==> config.mk <==
export PLATFORM = sky130hd
export DESIGN_NAME = permutation_sequence_generator_flat
export DESIGN_NICKNAME = d
export VERILOG_FILES = /design/src/sv/psg_pkg.sv /design/src/sv/psg_if.sv /design/src/sv/permutation_sequence_generator.sv /design/src/sv/psg_ram.sv /design/src/flat_wrapper.sv
export SDC_FILE = /design/constraint.sdc
export NUM_CORES = 1
export LEC_CHECK = 0
export BUFFER_PORTS_ARGS = -buffer_cell sky130_fd_sc_hd__buf_2
export CAP_MARGIN = 20
export CELL_PAD_IN_SITES_DETAIL_PLACEMENT = 1
export CELL_PAD_IN_SITES_GLOBAL_PLACEMENT = 1
export CORE_MARGIN = 2
export CORE_UTILIZATION = 51
export CTS_BUF_LIST = sky130_fd_sc_hd__clkbuf_8
export DETAILED_ROUTE_END_ITERATION = 8
export GPL_ROUTABILITY_DRIVEN = 0
export PLACE_DENSITY = 0.9
export SYNTH_ARGS = -nofsm -noshare
export SYNTH_HDL_FRONTEND = slang
export SYNTH_SLANG_ARGS = --single-unit
==> constraint.sdc <==
create_clock -name clk -period 3.4 [get_ports clk]
set_input_delay 0.34 -clock clk [delete_from_list [all_inputs] [get_ports clk]]
set_output_delay 0.34 -clock clk [all_outputs]
set_load 0.02 [all_outputs]
==> src/sv/psg_pkg.sv <==
`timescale 1ns / 1ps
// ----------------------------------------------------------------------------
// Permutation sequence generator package
// Shared widths and constants for the generator, its RAM and its channels.
// ----------------------------------------------------------------------------
package psg_pkg;

    // Number of element slots held in the permutation store.
    localparam int MAX_ELEMS = 8;

    // Element value and store address widths.
    localparam int ELEM_W = $clog2(MAX_ELEMS);
    localparam int ADDR_W = $clog2(MAX_ELEMS);

    // Width of a size or scan count, which must be able to hold MAX_ELEMS itself.
    localparam int SIZE_W = $clog2(MAX_ELEMS + 1);

    // Packed result word: one nibble per shown element.
    localparam int WORD_W = 32;
    localparam int NIB_W  = 4;
    localparam int SHOWN  = WORD_W / NIB_W;

    // Configuration register.
    localparam int CFG_W = 4;
    localparam logic [CFG_W-1:0] MAX_SIZE_RESET = CFG_W'(8);

endpackage

==> src/sv/psg_if.sv <==
`timescale 1ns / 1ps
// ----------------------------------------------------------------------------
// Permutation sequence generator channels
// Valid/ready interfaces for requests, results and the configuration write.
// ----------------------------------------------------------------------------

// Request channel: one transfer asks for the next permutation.
interface psg_req_if import psg_pkg::*; ();
    logic valid;
    logic ready;
    logic restart;

    modport source (output valid, output restart, input ready);
    modport sink   (input valid, input restart, output ready);
endinterface

// Result channel: one transfer per request.
interface psg_res_if import psg_pkg::*; ();
    logic              valid;
    logic              ready;
    logic [WORD_W-1:0] perm_word;
    logic [SIZE_W-1:0] perm_size;
    logic              last_of_size;
    logic              last_overall;
    logic              exhausted;

    modport source (output valid, output perm_word, output perm_size,
                    output last_of_size, output last_overall, output exhausted,
                    input ready);
    modport sink   (input valid, input perm_word, input perm_size,
                    input last_of_size, input last_overall, input exhausted,
                    output ready);
endinterface

// Configuration channel: one transfer writes the maximum size register.
interface psg_cfg_if import psg_pkg::*; ();
    logic             valid;
    logic             ready;
    logic [CFG_W-1:0] max_size;

    modport source (output valid, output max_size, input ready);
    modport sink   (input valid, input max_size, output ready);
endinterface

==> src/sv/permutation_sequence_generator.sv <==
`timescale 1ns / 1ps
// ----------------------------------------------------------------------------
// Permutation sequence generator
// Emits every permutation of 0..i-1 in lexicographic order for sizes 1 up to
// the configured maximum, one permutation per request transfer, then exhausted replies.
// ----------------------------------------------------------------------------
//
//  Channel  Direction  Payload                                      Transfer
//  -------  ---------  -------------------------------------------  -------------
//  req      in         restart                                      valid & ready
//  res      out        perm_word, perm_size, last_of_size,          valid & ready
//                      last_overall, exhausted
//  cfg      in         max_size                                     valid & ready
//
//  A request that advances the permutation runs the pivot search, successor search, swap,
//  suffix reversal and output scan; one that loads an identity writes it and then runs the
//  output scan, and an exhausted reply goes straight to ST_FIN. All element traffic goes
//  through one RAM with a single write port, scanned one element per cycle.
//  req.ready is high only while the sequencer is idle. A finished result waits in
//  the output register; the next request is taken meanwhile and stalls only in
//  its final state, ST_FIN, until res is free. Reset restores max_size to 8 and
//  marks the sequence as not started. cfg.ready is always high.
// ----------------------------------------------------------------------------
module permutation_sequence_generator import psg_pkg::*; (
    input  logic      clk,
    input  logic      rst_n,
    psg_req_if.sink   req,
    psg_res_if.source res,
    psg_cfg_if.sink   cfg
);

    // Sequencer state codes.
    localparam logic [3:0] ST_IDLE   = 4'd0;
    localparam logic [3:0] ST_IDENT  = 4'd1;
    localparam logic [3:0] ST_PIV    = 4'd2;
    localparam logic [3:0] ST_SUCC   = 4'd3;
    localparam logic [3:0] ST_SWAP1  = 4'd4;
    localparam logic [3:0] ST_SWAP2  = 4'd5;
    localparam logic [3:0] ST_REV_RD = 4'd6;
    localparam logic [3:0] ST_REV_W1 = 4'd7;
    localparam logic [3:0] ST_REV_W2 = 4'd8;
    localparam logic [3:0] ST_OUT    = 4'd9;
    localparam logic [3:0] ST_FIN    = 4'd10;

    // Control registers.
    logic [3:0]        state_reg, state_next;
    logic [SIZE_W-1:0] cnt_reg, cnt_next;
    logic              vld_reg, vld_next;
    logic [SIZE_W-1:0] cur_size_reg, cur_size_next;
    logic              done_reg, done_next;
    logic              desc_reg, desc_next;
    logic              exh_reg, exh_next;
    logic              res_valid_reg, res_valid_next;
    logic [CFG_W-1:0]  max_size_reg;

    // Datapath registers.
    logic [ADDR_W-1:0] idx_reg, idx_next;
    logic [ADDR_W-1:0] p_reg, p_next;
    logic [ADDR_W-1:0] j_reg, j_next;
    logic [ELEM_W-1:0] pval_reg, pval_next;
    logic [ELEM_W-1:0] jval_reg, jval_next;
    logic [ADDR_W-1:0] lo_reg, lo_next;
    logic [ADDR_W-1:0] hi_reg, hi_next;
    logic [ELEM_W-1:0] tmp_reg, tmp_next;
    logic [ELEM_W-1:0] prev_reg, prev_next;
    logic [WORD_W-1:0] word_reg, word_next;

    // Output registers.
    logic [WORD_W-1:0] out_word_reg, out_word_next;
    logic [SIZE_W-1:0] out_size_reg, out_size_next;
    logic              out_last_reg, out_last_next;
    logic              out_all_reg, out_all_next;
    logic              out_exh_reg, out_exh_next;

    // RAM ports.
    logic              ram_we;
    logic [ADDR_W-1:0] ram_waddr;
    logic [ELEM_W-1:0] ram_wdata;
    logic [ADDR_W-1:0] ram_raddr_a;
    logic [ADDR_W-1:0] ram_raddr_b;
    logic [ELEM_W-1:0] ram_rd_a;
    logic [ELEM_W-1:0] ram_rd_b;

    // Helpers.
    logic [SIZE_W-1:0] limit;
    logic [SIZE_W-1:0] size_m1;
    logic [SIZE_W-1:0] cnt_inc;
    logic              last_all;

    // Element store.
    psg_ram #(
        .WIDTH (ELEM_W),
        .DEPTH (MAX_ELEMS)
    ) u_ram (
        .clk     (clk),
        .we      (ram_we),
        .waddr   (ram_waddr),
        .wdata   (ram_wdata),
        .raddr_a (ram_raddr_a),
        .raddr_b (ram_raddr_b),
        .rdata_a (ram_rd_a),
        .rdata_b (ram_rd_b)
    );

    // Effective maximum size, clamped to the store depth, with a setting of zero taken as 1.
    always_comb
    begin
        if (max_size_reg == '0)
        begin
            limit = SIZE_W'(1);
        end
        else if (SIZE_W'(max_size_reg) > SIZE_W'(MAX_ELEMS))
        begin
            limit = SIZE_W'(MAX_ELEMS);
        end
        else
        begin
            limit = SIZE_W'(max_size_reg);
        end
    end

    assign size_m1  = cur_size_reg - SIZE_W'(1);
    assign cnt_inc  = cnt_reg + SIZE_W'(1);
    assign last_all = desc_reg && (cur_size_reg >= limit);

    // Channel handshakes and output payload.
    assign req.ready        = (state_reg == ST_IDLE);
    assign cfg.ready        = 1'b1;
    assign res.valid        = res_valid_reg;
    assign res.perm_word    = out_word_reg;
    assign res.perm_size    = out_size_reg;
    assign res.last_of_size = out_last_reg;
    assign res.last_overall = out_all_reg;
    assign res.exhausted    = out_exh_reg;

    // Sequencer: scans read one position per cycle and use the read data in the next cycle.
    always_comb
    begin
        state_next     = state_reg;
        cnt_next       = cnt_reg;
        vld_next       = 1'b0;
        cur_size_next  = cur_size_reg;
        done_next      = done_reg;
        desc_next      = desc_reg;
        exh_next       = exh_reg;
        res_valid_next = res_valid_reg;
        idx_next       = idx_reg;
        p_next         = p_reg;
        j_next         = j_reg;
        pval_next      = pval_reg;
        jval_next      = jval_reg;
        lo_next        = lo_reg;
        hi_next        = hi_reg;
        tmp_next       = tmp_reg;
        prev_next      = prev_reg;
        word_next      = word_reg;
        out_word_next  = out_word_reg;
        out_size_next  = out_size_reg;
        out_last_next  = out_last_reg;
        out_all_next   = out_all_reg;
        out_exh_next   = out_exh_reg;
        ram_we         = 1'b0;
        ram_waddr      = '0;
        ram_wdata      = '0;
        ram_raddr_a    = '0;
        ram_raddr_b    = '0;

        // A waiting result leaves on its transfer.
        if (res.ready)
        begin
            res_valid_next = 1'b0;
        end

        unique case (state_reg)
            ST_IDLE:
            begin
                if (req.valid)
                begin
                    exh_next = 1'b0;
                    cnt_next = '0;
                    priority if (req.restart || (cur_size_reg == '0))
                    begin
                        cur_size_next = SIZE_W'(1);
                        done_next     = 1'b0;
                        state_next    = ST_IDENT;
                    end
                    else if (done_reg)
                    begin
                        exh_next   = 1'b1;
                        state_next = ST_FIN;
                    end
                    else if (desc_reg)
                    begin
                        cur_size_next = cur_size_reg + SIZE_W'(1);
                        state_next    = ST_IDENT;
                    end
                    else
                    begin
                        state_next = ST_PIV;
                    end
                end
            end

            // Write the identity permutation, one element per cycle.
            ST_IDENT:
            begin
                if (cnt_reg < cur_size_reg)
                begin
                    ram_we    = 1'b1;
                    ram_waddr = cnt_reg[ADDR_W-1:0];
                    ram_wdata = cnt_reg[ELEM_W-1:0];
                    cnt_next  = cnt_inc;
                end
                else
                begin
                    cnt_next   = '0;
                    word_next  = '0;
                    desc_next  = 1'b1;
                    state_next = ST_OUT;
                end
            end

            // Pivot search: the rightmost position followed by a larger element.
            ST_PIV:
            begin
                if (vld_reg && (ram_rd_a < ram_rd_b))
                begin
                    p_next    = idx_reg;
                    pval_next = ram_rd_a;
                end
                if (cnt_reg < size_m1)
                begin
                    ram_raddr_a = cnt_reg[ADDR_W-1:0];
                    ram_raddr_b = cnt_inc[ADDR_W-1:0];
                    vld_next    = 1'b1;
                    idx_next    = cnt_reg[ADDR_W-1:0];
                    cnt_next    = cnt_inc;
                end
                else
                begin
                    cnt_next   = SIZE_W'(p_next) + SIZE_W'(1);
                    state_next = ST_SUCC;
                end
            end

            // Successor search: the rightmost element after the pivot that exceeds it.
            ST_SUCC:
            begin
                if (vld_reg && (ram_rd_a > pval_reg))
                begin
                    j_next    = idx_reg;
                    jval_next = ram_rd_a;
                end
                if (cnt_reg < cur_size_reg)
                begin
                    ram_raddr_a = cnt_reg[ADDR_W-1:0];
                    vld_next    = 1'b1;
                    idx_next    = cnt_reg[ADDR_W-1:0];
                    cnt_next    = cnt_inc;
                end
                else
                begin
                    state_next = ST_SWAP1;
                end
            end

            // Swap pivot and successor, one write in ST_SWAP1 and one in ST_SWAP2.
            ST_SWAP1:
            begin
                ram_we     = 1'b1;
                ram_waddr  = p_reg;
                ram_wdata  = jval_reg;
                state_next = ST_SWAP2;
            end

            ST_SWAP2:
            begin
                ram_we     = 1'b1;
                ram_waddr  = j_reg;
                ram_wdata  = pval_reg;
                lo_next    = p_reg + ADDR_W'(1);
                hi_next    = size_m1[ADDR_W-1:0];
                state_next = ST_REV_RD;
            end

            // Suffix reversal: read both ends, then write them back crossed.
            ST_REV_RD:
            begin
                if (lo_reg < hi_reg)
                begin
                    ram_raddr_a = lo_reg;
                    ram_raddr_b = hi_reg;
                    state_next  = ST_REV_W1;
                end
                else
                begin
                    cnt_next   = '0;
                    word_next  = '0;
                    desc_next  = 1'b1;
                    state_next = ST_OUT;
                end
            end

            ST_REV_W1:
            begin
                ram_we     = 1'b1;
                ram_waddr  = lo_reg;
                ram_wdata  = ram_rd_b;
                tmp_next   = ram_rd_a;
                state_next = ST_REV_W2;
            end

            ST_REV_W2:
            begin
                ram_we     = 1'b1;
                ram_waddr  = hi_reg;
                ram_wdata  = tmp_reg;
                lo_next    = lo_reg + ADDR_W'(1);
                hi_next    = hi_reg - ADDR_W'(1);
                state_next = ST_REV_RD;
            end

            // Output scan: pack the word and check whether the result descends.
            ST_OUT:
            begin
                if (vld_reg)
                begin
                    if (int'(idx_reg) < SHOWN)
                    begin
                        word_next[NIB_W*idx_reg +: NIB_W] = NIB_W'(ram_rd_a);
                    end
                    if ((idx_reg != '0) && (prev_reg < ram_rd_a))
                    begin
                        desc_next = 1'b0;
                    end
                    prev_next = ram_rd_a;
                end
                if (cnt_reg < cur_size_reg)
                begin
                    ram_raddr_a = cnt_reg[ADDR_W-1:0];
                    vld_next    = 1'b1;
                    idx_next    = cnt_reg[ADDR_W-1:0];
                    cnt_next    = cnt_inc;
                end
                else
                begin
                    state_next = ST_FIN;
                end
            end

            // Hand the result to the output register once it is free.
            ST_FIN:
            begin
                if (!res_valid_reg || res.ready)
                begin
                    res_valid_next = 1'b1;
                    if (exh_reg)
                    begin
                        out_word_next = '0;
                        out_size_next = '0;
                        out_last_next = 1'b0;
                        out_all_next  = 1'b0;
                        out_exh_next  = 1'b1;
                    end
                    else
                    begin
                        out_word_next = word_reg;
                        out_size_next = cur_size_reg;
                        out_last_next = desc_reg;
                        out_all_next  = last_all;
                        out_exh_next  = 1'b0;
                        done_next     = last_all;
                    end
                    state_next = ST_IDLE;
                end
            end

            default:
            begin
                state_next = ST_IDLE;
            end
        endcase
    end

    // Control registers.
    always_ff @(posedge clk or negedge rst_n)
    begin
        if (!rst_n)
        begin
            state_reg     <= ST_IDLE;
            cnt_reg       <= '0;
            vld_reg       <= 1'b0;
            cur_size_reg  <= '0;
            done_reg      <= 1'b0;
            desc_reg      <= 1'b1;
            exh_reg       <= 1'b0;
            res_valid_reg <= 1'b0;
            max_size_reg  <= MAX_SIZE_RESET;
        end
        else
        begin
            state_reg     <= state_next;
            cnt_reg       <= cnt_next;
            vld_reg       <= vld_next;
            cur_size_reg  <= cur_size_next;
            done_reg      <= done_next;
            desc_reg      <= desc_next;
            exh_reg       <= exh_next;
            res_valid_reg <= res_valid_next;
            if (cfg.valid)
            begin
                max_size_reg <= cfg.max_size;
            end
        end
    end

    // Datapath and output payload registers.
    always_ff @(posedge clk)
    begin
        idx_reg      <= idx_next;
        p_reg        <= p_next;
        j_reg        <= j_next;
        pval_reg     <= pval_next;
        jval_reg     <= jval_next;
        lo_reg       <= lo_next;
        hi_reg       <= hi_next;
        tmp_reg      <= tmp_next;
        prev_reg     <= prev_next;
        word_reg     <= word_next;
        out_word_reg <= out_word_next;
        out_size_reg <= out_size_next;
        out_last_reg <= out_last_next;
        out_all_reg  <= out_all_next;
        out_exh_reg  <= out_exh_next;
    end

    // The current size never grows past the store depth.
    assert property (@(posedge clk) disable iff (!rst_n)
        cur_size_reg <= SIZE_W'(MAX_ELEMS))
        else $error("current size exceeds store depth");

    // An exhausted reply carries no permutation.
    assert property (@(posedge clk) disable iff (!rst_n)
        res_valid_reg && out_exh_reg |-> (out_size_reg == '0) && (out_word_reg == '0))
        else $error("exhausted result carries a permutation");

    // The last permutation overall is always the last of its size.
    assert property (@(posedge clk) disable iff (!rst_n)
        res_valid_reg && out_all_reg |-> out_last_reg)
        else $error("last_overall without last_of_size");

    // An accepted request keeps the sequencer busy in the next cycle.
    assert property (@(posedge clk) disable iff (!rst_n)
        req.valid && req.ready |=> !req.ready)
        else $error("request accepted back to back");

endmodule

==> src/sv/psg_ram.sv <==
`timescale 1ns / 1ps
// ----------------------------------------------------------------------------
// Generic RAM
// One write port and two read ports, with registered read data.
// ----------------------------------------------------------------------------
module psg_ram #(
    parameter int WIDTH = 8,
    parameter int DEPTH = 8
) (
    input  logic                     clk,
    input  logic                     we,
    input  logic [$clog2(DEPTH)-1:0] waddr,
    input  logic [WIDTH-1:0]         wdata,
    input  logic [$clog2(DEPTH)-1:0] raddr_a,
    input  logic [$clog2(DEPTH)-1:0] raddr_b,
    output logic [WIDTH-1:0]         rdata_a,
    output logic [WIDTH-1:0]         rdata_b
);

    logic [WIDTH-1:0] mem [DEPTH];

    // Write port.
    always_ff @(posedge clk)
    begin
        if (we)
        begin
            mem[waddr] <= wdata;
        end
    end

    // Registered read ports; a read of the address being written returns old data.
    always_ff @(posedge clk)
    begin
        rdata_a <= mem[raddr_a];
        rdata_b <= mem[raddr_b];
    end

endmodule
==> src/flat_wrapper.sv <==
// flat-port wrapper written by rule: the top's interface ports become plain ports
module permutation_sequence_generator_flat import psg_pkg::*;
  (clk, rst_n, req_valid, req_restart, req_ready, res_valid, res_perm_word, res_perm_size, res_last_of_size, res_last_overall, res_exhausted, res_ready, cfg_valid, cfg_max_size, cfg_ready);
  psg_req_if req_i ();
  psg_res_if res_i ();
  psg_cfg_if cfg_i ();
  input  logic clk;
  input  logic rst_n;
  input wire logic [$bits(req_i.valid)-1:0] req_valid;
  input wire logic [$bits(req_i.restart)-1:0] req_restart;
  output wire logic [$bits(req_i.ready)-1:0] req_ready;
  output wire logic [$bits(res_i.valid)-1:0] res_valid;
  output wire logic [$bits(res_i.perm_word)-1:0] res_perm_word;
  output wire logic [$bits(res_i.perm_size)-1:0] res_perm_size;
  output wire logic [$bits(res_i.last_of_size)-1:0] res_last_of_size;
  output wire logic [$bits(res_i.last_overall)-1:0] res_last_overall;
  output wire logic [$bits(res_i.exhausted)-1:0] res_exhausted;
  input wire logic [$bits(res_i.ready)-1:0] res_ready;
  input wire logic [$bits(cfg_i.valid)-1:0] cfg_valid;
  input wire logic [$bits(cfg_i.max_size)-1:0] cfg_max_size;
  output wire logic [$bits(cfg_i.ready)-1:0] cfg_ready;
  assign req_i.valid = req_valid;
  assign req_i.restart = req_restart;
  assign req_ready = req_i.ready;
  assign res_valid = res_i.valid;
  assign res_perm_word = res_i.perm_word;
  assign res_perm_size = res_i.perm_size;
  assign res_last_of_size = res_i.last_of_size;
  assign res_last_overall = res_i.last_overall;
  assign res_exhausted = res_i.exhausted;
  assign res_i.ready = res_ready;
  assign cfg_i.valid = cfg_valid;
  assign cfg_i.max_size = cfg_max_size;
  assign cfg_ready = cfg_i.ready;
  permutation_sequence_generator u_core (.clk(clk), .rst_n(rst_n), .req(req_i), .res(res_i), .cfg(cfg_i));
endmodule
==> results.json <==
{
  "outcome": "finished clean",
  "post-synth-top-area-cell": "edfxtp_1",
  "grt_pass1_wl_um": 31440,
  "fin_setup_tns_ns": 0,
  "clock_latency_ns": 0.48,
  "r2r_start": "u_core.cur_size_reg[2]$_DFFE_PN0P_",
  "fmax_ghz": 0.3143,
  "peakVddDrop_mv": 0.5852,
  "yosys_warnings": 0,
  "synth-seq-area-share_pct": 56.56,
  "hold_depth": 3,
  "areaGrowthSynthToFinish_pct": 11.08,
  "fin_util_pct": 58.04,
  "io_buffers": 50,
  "antennaDiodeCount": 0,
  "clock_skew_ns": 0.01242,
  "powerDensity_mw_per_mm2": 1028,
  "min_period_over_period_pct": 93.58,
  "wl_per_cell_um": 22.14,
  "fillers": 1486,
  "synth_nets": 678,
  "synth_edf_count": 122,
  "cp_data_arrival_time_ns": 3.30,
  "critPathMaxFanout": 9,
  "route.detailed.drc": 0,
  "synth.distinct_cells": 71,
  "post-route-min-period_ns": 3.182,
  "hold_class": "input port to flip-flop",
  "wirelength_um": 19750,
  "critPathBufInv": 1,
  "first_iter_violations": 583,
  "regArea_mm2": 0.004312,
  "p_clk_share_pct": 16.2,
  "internal_power_uw": 4992,
  "multi_input_area_mm2": 0.003042,
  "antenna_found_initial": 0,
  "timing.rr.end": "u_core.u_ram.mem[4][0]$_DFFE_PP_",
  "cp_slowest_stage_delay_ns": 0.51,
  "drt_first_pass_iters": 5,
  "critical_path_class": "flip-flop to flip-flop",
  "worstPathRequired_ns": 3.52,
  "layout-drive-gt1-share_pct": 18.93,
  "grt_start_max_net_pins": 41,
  "post_cts_buffers": 0,
  "crit_family": "simple AND/OR/NAND/NOR gates",
  "clkTransAtPathRegs_ns": 0.08,
  "async_flop_share_pct": 14.09,
  "rows": 44,
  "rr_worst_depth": 8,
  "netlist_instances": 638,
  "cts_root_buffer": "clkbuf_8",
  "track_usage_pct": 25.66,
  "cts_made_buffers": 17,
  "vias": 5413,
  "finalNetCount": 735,
  "netlist.area_leader.share_pct": 48.06,
  "yosys-top-cells-area": "edfxtp_1 48%, dfrtp_1 6.2%, mux2i_1 5.1%",
  "synth_most_common_cell": "edfxtp_1",
  "synth_commonest_cells": "122 x edfxtp_1, 70 x nor2_1, 41 x nand2_1",
  "syn_area_per_cell_um2": 11.95,
  "end_kind": "flip-flop",
  "ant_nets": 0,
  "critPathLaunchType": "flip-flop",
  "instances_no_fill": 892,
  "dp.cells": 859,
  "dp_hpwl_um": 14380,
  "min_to": "u_core.max_size_reg[3]$_DFFE_PN1P_",
  "die_y_um": 126.3,
  "seqPwrFrac_pct": 38.1,
  "max_cap_viol_count": 0,
  "grt_pass1_vias": 5811,
  "syn_area_mm2": 0.007624,
  "gr-total-overflow": 0,
  "cts_tree": "done",
  "reg2reg_setup_slack_ns": 0.22,
  "combPwrFrac_pct": 45.7,
  "synth-seq-cells": 149,
  "start_util_pct": 52.26,
  "cts_sinks": 149,
  "core_area_mm2": 0.01459,
  "ios": 52,
  "slew_headroom_pct": 44.29,
  "p_sw_uw": 3714,
  "cp_slowest_cell": "nor4_1",
  "setup_violations": 0,
  "rsz0062_at_grt": "no",
  "fp.dieW_um": 126.3,
  "die_area_mm2": 0.01594,
  "cts_max_level": 4,
  "maxSlewViolCount": 0,
  "hold_viol_final": 0,
  "routed_via_density": 6.068,
  "clock_tree.buffer_depth": 2,
  "hold_start": "cfg_max_size[3]",
  "sw_frac_of_total_pct": 42.66,
  "synthFlopType": "edfxtp_1",
  "worst_pin_slew_ns": 0.8356,
  "cp_cell_sequence": "inv_1, ha_1, nand3_1, a21oi_2, nor2_1, and3_1, a221o_1, nor4_1",
  "p_leak_uw": 0.003366
}
## cell families (layout without fill, tap and decap cells)
family / Yosys count / count (layout) / synth area share (%)
simple gates: 229 / 229 / 15.17
flops: 149 / 149 / 56.56
compound gates: 110 / 110 / 11.54
buf+inv: 58 / 128 / 3.627
mux: 54 / 54 / 7.336
fa+ha+maj: 30 / 30 / 4.924
xor+xnor: 7 / 7 / 0.8042
other cells: 1 / 1 / 0.04919
## power by group through the flow
stage	clock, uW	combinational [uW]	sequential, uW
3_5_place_dp	0	3870	3340
3_3_place_gp	0	3540	3280
5_1_grt	1490	4330	3380
6_report	1410	3980	3320
2_1_floorplan	0	2860	3170
4_1_cts	1420	3950	3310
## layer usage
layer / part of all wire (%) / GRT usage [%]
met1: 40 / 29.94
met2: 53 / 45.51
met3: 4.7 / 5.905
met4: 2.8 / 10.67
met5: 0 / 0
## metrics by stage
| step | setup WS [ns] | area, um2 | total power (uW) | hold WS, ns |
|---|---|---|---|---|
| final | 0.2182 | 8468 | 8707 | 0.08612 |
| after global routing | 0.03522 | 8468 | 9203 | 0.08579 |
| after CTS | 0.1964 | 8462 | 8677 | 0.07518 |
| after detailed placement | 0.2973 | 8053 | 7214 | 0.3321 |
| after global placement | 0.5591 | 8053 | 6823 | 0.3359 |
| after floorplan | 0.5785 | 7624 | 6026 | 0.04441 |
## layout make-up
cell class / instances / area share, %
clock buffers: 17 / 2.763
multi-input cells: 431 / 35.92
clock inverters: 15 / 1.950
repair buffers: 66 / 4.403
flip-flops and latches: 149 / 50.92
well taps: 184 / 2.719
inverters: 30 / 1.330
## timing repair
item / CTS / global route
hold buffers: 1 / 0
gates resized for setup: 0 / 1
endpoints found under the setup margin: 0 / 3
endpoints found under the hold margin: 19 / 0
## worst max path at each step
| stage | start | endpoint | slack (ns) | depth (start not counted) |
|---|---|---|---|---|
| after CTS | u_core.cur_size_reg[2]$_DFFE_PN0P_ | u_core.u_ram.mem[0][2]$_DFFE_PP_ | 0.20 | 9 |
| after global routing | u_core.cur_size_reg[2]$_DFFE_PN0P_ | u_core.u_ram.mem[0][2]$_DFFE_PP_ | 0.04 | 9 |
| after global placement | u_core.cur_size_reg[2]$_DFFE_PN0P_ | u_core.u_ram.mem[4][0]$_DFFE_PP_ | 0.56 | 8 |
| after floorplan | u_core.cur_size_reg[2]$_DFFE_PN0P_ | u_core.word_reg[0]$_SDFFCE_PN0P_ | 0.58 | 9 |
| final | u_core.cur_size_reg[2]$_DFFE_PN0P_ | u_core.u_ram.mem[4][0]$_DFFE_PP_ | 0.22 | 8 |
| after detailed placement | u_core.cur_size_reg[2]$_DFFE_PN0P_ | u_core.u_ram.mem[0][2]$_DFFE_PP_ | 0.30 | 9 |
## tightest hold or removal path: stages
cell	delay [ns]
buf_2	0.10
nand2_1	0.04
o21ai_0	0.07
## cell usage in the layout (no fill, tap or decap), types with 3 or more instances in the layout
cell type,instances
nand2_1,41
a221oi_2,7
a21o_1,3
nor4_1,5
buf_4,15
nor2b_1,39
clkinv_4,3
o221ai_1,4
nand2b_1,7
nand3_1,17
edfxtp_1,122
and3_1,14
a21oi_1,27
mux2i_1,39
o22ai_1,4
dfxtp_1,6
bufinv_16,3
ha_1,30
mux2_2,13
a22o_1,6
dfrtp_1,19
nor3_1,12
and2_1,5
o21ai_0,16
buf_2,50
o21a_1,6
xnor2_1,5
inv_1,32
clkbuf_8,17
a22oi_1,9
nor2_1,70
Note: power is estimated with default switching activity, not from simulation.
